**src/design/hll_pkg.sv**
```systemverilog
// shared types and constants for the hyperloglog sketch
`timescale 1ns / 1ps
package hll_pkg;
  localparam int REG_COUNT_DEF = 64;
  localparam int HASH_BITS_DEF = 32;
  localparam int SUM_FRAC = 27;
  localparam logic [15:0] ALPHA_RESET = 16'd46465;
  localparam logic [31:0] LN2_Q32 = 32'd2977044472;
  localparam logic [1:0] REQ_ADD = 2'd0;
  localparam logic [1:0] REQ_MERGE = 2'd1;
  localparam logic [1:0] REQ_QUERY = 2'd2;

  typedef enum logic [3:0] {
    ST_IDLE, ST_READ, ST_WRITE, ST_DIV, ST_LGZ, ST_LOG, ST_MUL, ST_FIN, ST_OUT
  } state_t;

  typedef struct packed {
    logic rd;
    logic wr;
    logic div_start;
    logic lg_start;
    logic lg2_start;
    logic mul;
    logic fin;
    logic out_load;
    logic cap;
  } cmd_t;

  typedef struct packed {
    logic is_query;
    logic is_nop;
    logic div_done;
    logic lg_done;
    logic need_lg;
    logic need_lgz;
  } sts_t;
endpackage

```
**src/design/hll_ctrl.sv**
```systemverilog
// sequencer for register updates and estimate queries
`timescale 1ns / 1ps
module hll_ctrl (
  input  logic          clk,
  input  logic          rst_n,
  input  logic          in_valid,
  output logic          in_stall,
  output logic          out_valid,
  input  logic          out_stall,
  input  hll_pkg::sts_t sts,
  output hll_pkg::cmd_t cmd
);
  import hll_pkg::*;
  state_t st_r, st_nxt;
  logic ov_r, ov_nxt;
  logic lgz_r, lgz_nxt;

  assign in_stall = (st_r != ST_IDLE) || (ov_r && out_stall);
  assign out_valid = ov_r;

  always_comb begin
    st_nxt = st_r;
    lgz_nxt = lgz_r;
    unique case (st_r)
      ST_IDLE: if (in_valid && !in_stall) st_nxt = ST_READ;
      ST_READ: begin
        if (sts.is_query) st_nxt = ST_DIV;
        else if (sts.is_nop) st_nxt = ST_OUT;
        else st_nxt = ST_WRITE;
      end
      ST_WRITE: st_nxt = ST_OUT;
      ST_DIV: if (sts.div_done) begin
        lgz_nxt = sts.need_lgz;
        st_nxt = sts.need_lg ? ST_LOG : ST_FIN;
      end
      ST_LOG: if (sts.lg_done) st_nxt = lgz_r ? ST_LGZ : ST_MUL;
      ST_LGZ: if (sts.lg_done) begin
        lgz_nxt = 1'b0;
        st_nxt = ST_MUL;
      end
      ST_MUL: st_nxt = ST_FIN;
      ST_FIN: st_nxt = ST_OUT;
      ST_OUT: if (!ov_r || !out_stall) st_nxt = ST_IDLE;
      default: st_nxt = ST_IDLE;
    endcase
  end

  always_comb begin
    cmd = '0;
    ov_nxt = ov_r && out_stall;
    unique case (st_r)
      ST_IDLE: cmd.cap = in_valid && !in_stall;
      ST_READ: begin
        cmd.rd = 1'b1;
        cmd.div_start = sts.is_query;
      end
      ST_WRITE: cmd.wr = 1'b1;
      ST_DIV: cmd.lg_start = sts.div_done && sts.need_lg;
      ST_LOG: cmd.lg2_start = sts.lg_done && lgz_r;
      ST_LGZ: ;
      ST_MUL: cmd.mul = 1'b1;
      ST_FIN: cmd.fin = 1'b1;
      ST_OUT: if (!ov_r || !out_stall) begin
        cmd.out_load = 1'b1;
        ov_nxt = 1'b1;
      end
      default: ;
    endcase
  end

  always_ff @(posedge clk) begin
    if (!rst_n) begin
      st_r <= ST_IDLE;
      ov_r <= 1'b0;
      lgz_r <= 1'b0;
    end else begin
      st_r <= st_nxt;
      ov_r <= ov_nxt;
      lgz_r <= lgz_nxt;
    end
  end
endmodule

```
**config.mk**
```make
export PLATFORM = sky130hd
export DESIGN_NAME = hll_ctrl
export DESIGN_NICKNAME = d
export VERILOG_FILES = /design/src/design/hll_pkg.sv /design/src/design/hll_ctrl.sv
export SDC_FILE = /design/constraint.sdc
export NUM_CORES = 1
export LEC_CHECK = 0
export BUFFER_PORTS_ARGS = -buffer_cell sky130_fd_sc_hd__buf_2
export CAP_MARGIN = 20
export CORE_AREA = 4 4 41 43
export DETAILED_ROUTE_END_ITERATION = 10
export DIE_AREA = 0 0 45 47
export PLACE_DENSITY_LB_ADDON = 0.1
export REMOVE_ABC_BUFFERS = 1
export SLEW_MARGIN = 10
export SYNTH_ARGS = -nofsm -noshare
export SYNTH_HDL_FRONTEND = slang
export SYNTH_SLANG_ARGS = --single-unit
```
**constraint.sdc**
```tcl
create_clock -name clk -period 1.76 [get_ports clk]
set_input_delay 0.088 -clock clk [delete_from_list [all_inputs] [get_ports clk]]
set_output_delay 0.088 -clock clk [all_outputs]
set_load 0.005 [all_outputs]
```
==> metrics.md <==
| Metric | Value |
|---|---|
| Run status | complete, no violations |
| EDFF count, synth | 0 |
| Antenna-violating nets left | 0 |
| Synth Area per Inst | about 7.3 µm² |
| Die height | approximately 47 µm |
| Final non-filler cell total | between 100 and 150 |
| Distinct cells, synth | 32 |
| Part of the power in combinational logic | 0.390 |
| Hold_buf cts | 0 |
| Synth top area share | 0.239 |
| Most numerous cell in the Yosys netlist | nand2_1 |
| Int Pwr | ~0.34 mW |
| Antenna Cells | 0 |
| Worst hold slack | between 0.1 and 0.15 ns |
| Switching Fraction | 0.369 |
| Static leakage | roughly 0.29 nW |
| Tmin final | about 1.6 ns |
| Sequential share of the synthesized area | 0.239 |
| Max-slew violations | 0 |
| RSZ-0062 raised after global routing | no |
| Core Footprint | between 0.001 and 0.0015 mm² |
| Fin. Hold Viols | 0 |
| Number of global-route vias before repair | about 460 |
| Placement Setup Slack | about 0.20 ns |
| Worst EP required | about 1.7 ns |
| CTS Buf Count | 3 |
| Yosys top cell by area | dfxtp_1 |
| Routability Congestion | roughly 0.76 |
| DR pass1 iterations | 4 |
| CTS root buffer | clkbuf_4 |
| Resized Gates After CTS | 0 |
| Ranking of synthesized cells by area | dfxtp_1, nand2_1, nand2b_1 |
| Share of layout cells above drive strength 1 | 0.307 |
| Vias | 558 |
| Period Utilization, post-route | 0.905 |
| Effective utilization at floorplan | 0.386 |
| Setup violations, final | 0 |
| Worst path cell trace | nand2b_1 -> nor2_1 -> and3_1 -> buf_2 |
| CTS max path bufs | 2 |
| Top post-synthesis cells by count | nand2_1, nor2_1, dfxtp_1, nand2b_1, a21oi_1 |
| Max stage delay cell, worst path | dfxtp_1 |
| Die span in x | around 45 µm |
| Peak supply drop | just over 400 µV |
| Layout Skew | 0.00150 ns |
| Yosys warns | 0 |
| Placed Area | around 600 µm² |
| DRT iter0 DRCs | 11 |
| CP max FO | 17 |
| Reg2reg start | st_r[2] |
| Fin nets | 100 |
| Reg power frac | 0.385 |
| FILL cells | about 140 |
| Power per Cell Area | around 880 mW/mm² |
| Hpwl dp | roughly 960 µm |
| Port buffer count | 20 |
| Post-Syn Instances | 69 |
| CP peak stage delay | between 0.6 and 0.7 ns |
| FMAX | ~630 MHz |
| Synth Cell Area | around 500 µm² |
| Placed Cells incl. Taps | 100 |
| Maximum capacitance violations | 0 |
| Io pins | 21 |
| Post-DR wirelength/cell | 12.1 µm |
| First-pass GRT wire length | slightly below 2000 µm |
| Vias per cell | 5.42 |
| Clk pwr share | 0.225 |
| Synthesis-to-finish area growth | 23.9% |
| Asr flop ratio synth | 0 |
| Initial antenna violation count | 0 |
| Most common flop cell mapped by yosys | dfxtp_1 |
| Overall power | between 0.5 and 0.6 mW |
| Total Neg Setup Slack | 0 ns |
| Critical path launch point type | flip-flop |
| Synth Register Bits | 6 |
| DRC viols | 0 |
| Cell Rows | 13 |
| Worst hold start | sts[0] |
| Htree depth | 1 |
| Setup WS post-layout | 0.167 ns |
| Critical Path AT | approximately 1.5 ns |
| Worst Tran Pin Value | between 0.5 and 0.6 ns |
| Routed WL | 1240 µm |
| Pin count of the biggest net entering global routing | 18 |
| Hold crit path type | input pin to flip-flop |
| CP Class | flip-flop to output port |
| Setup Fix Bufs, Post-CTS | 0 |
| Die ar. | about 0.0021 mm² |
| Final core occ | 0.478 |
| Clk Latency, worst-skew pair | 0.24 ns |
| Psw | about 0.2 mW |
| Rel. slew slack | 0.653 |
| GRT Util Overall | 0.127 |
| Crit path launch | st_r[1] |
| Grt ovf | 0 |
| CTS tree | built |
| Clock transition at path regs | approximately 0.040 ns |
| CTS Sinks | 6 |
| CP endpoint kind | output port |
| Design Area, Final | between 600 and 700 µm² |
[registers in the layout, indices dropped and copies added, names as in the netlist]
name and count:
lgz_r 1, out_valid 1, st_r 4
[layout make-up]
class | count | area [µm²] | share of cell area
Inverter | 1 | 3.75 | 0.00604
Timing Repair Buffer | 20 | 100 | 0.161
Sequential cell | 6 | 120 | 0.193
Multi-Input combinational cell | 58 | 357 | 0.573
Tap cell | 15 | 18.8 | 0.0302
Clock buffer | 3 | 22.5 | 0.0362
[path summary, 6_finish.rpt]
path	endpoint	slack, ns	cells after the start
max	cmd[5]	0.17	4
min	lgz_r	0.14	3
max reg2reg	lgz_r	0.19	4
min reg2reg	lgz_r	0.49	2
[power by group through the flow]
stage          Combinational, mW  Sequential, mW  Clock [mW]
5_1_grt                    0.243           0.216       0.143
3_3_place_gp               0.215           0.212           0
3_5_place_dp               0.213           0.211           0
4_1_cts                    0.214           0.208       0.131
6_report                   0.213           0.210       0.122
2_1_floorplan              0.143           0.199           0
[logic make-up after synthesis]
family	after synthesis	synth area share
compound gates	15	0.232
xor+xnor	1	0.0175
buf+inv	5	0.0499
flops	6	0.239
mux	1	0.0200
simple gates	41	0.441
[placed cells by master (no fill, tap or decap), types with 2 or more instances in the layout]
master	instances
and3_1	3
nor2b_1	2
a21oi_1	4
nand3_1	3
nand2b_1	6
nor3_1	3
clkbuf_4	3
nor2_1	7
dfxtp_1	6
buf_2	20
nand2_1	11
[routing by layer]
layer,global-route usage,wire [µm],vias up
met3,0.0345,90,2
met1,0.159,556,249
met5,0,0,-
met4,0.0702,12,0
met2,0.198,583,17
li1,-,-,290
[critical path, delay by kind of cell, from the launching register on]
family | cells | cell delay [ns]
DFF | 1 | 0.64
and+or+nand+nor | 3 | 0.52
buffers and inverters | 1 | 0.10
Note: power is estimated with default switching activity, not from simulation.
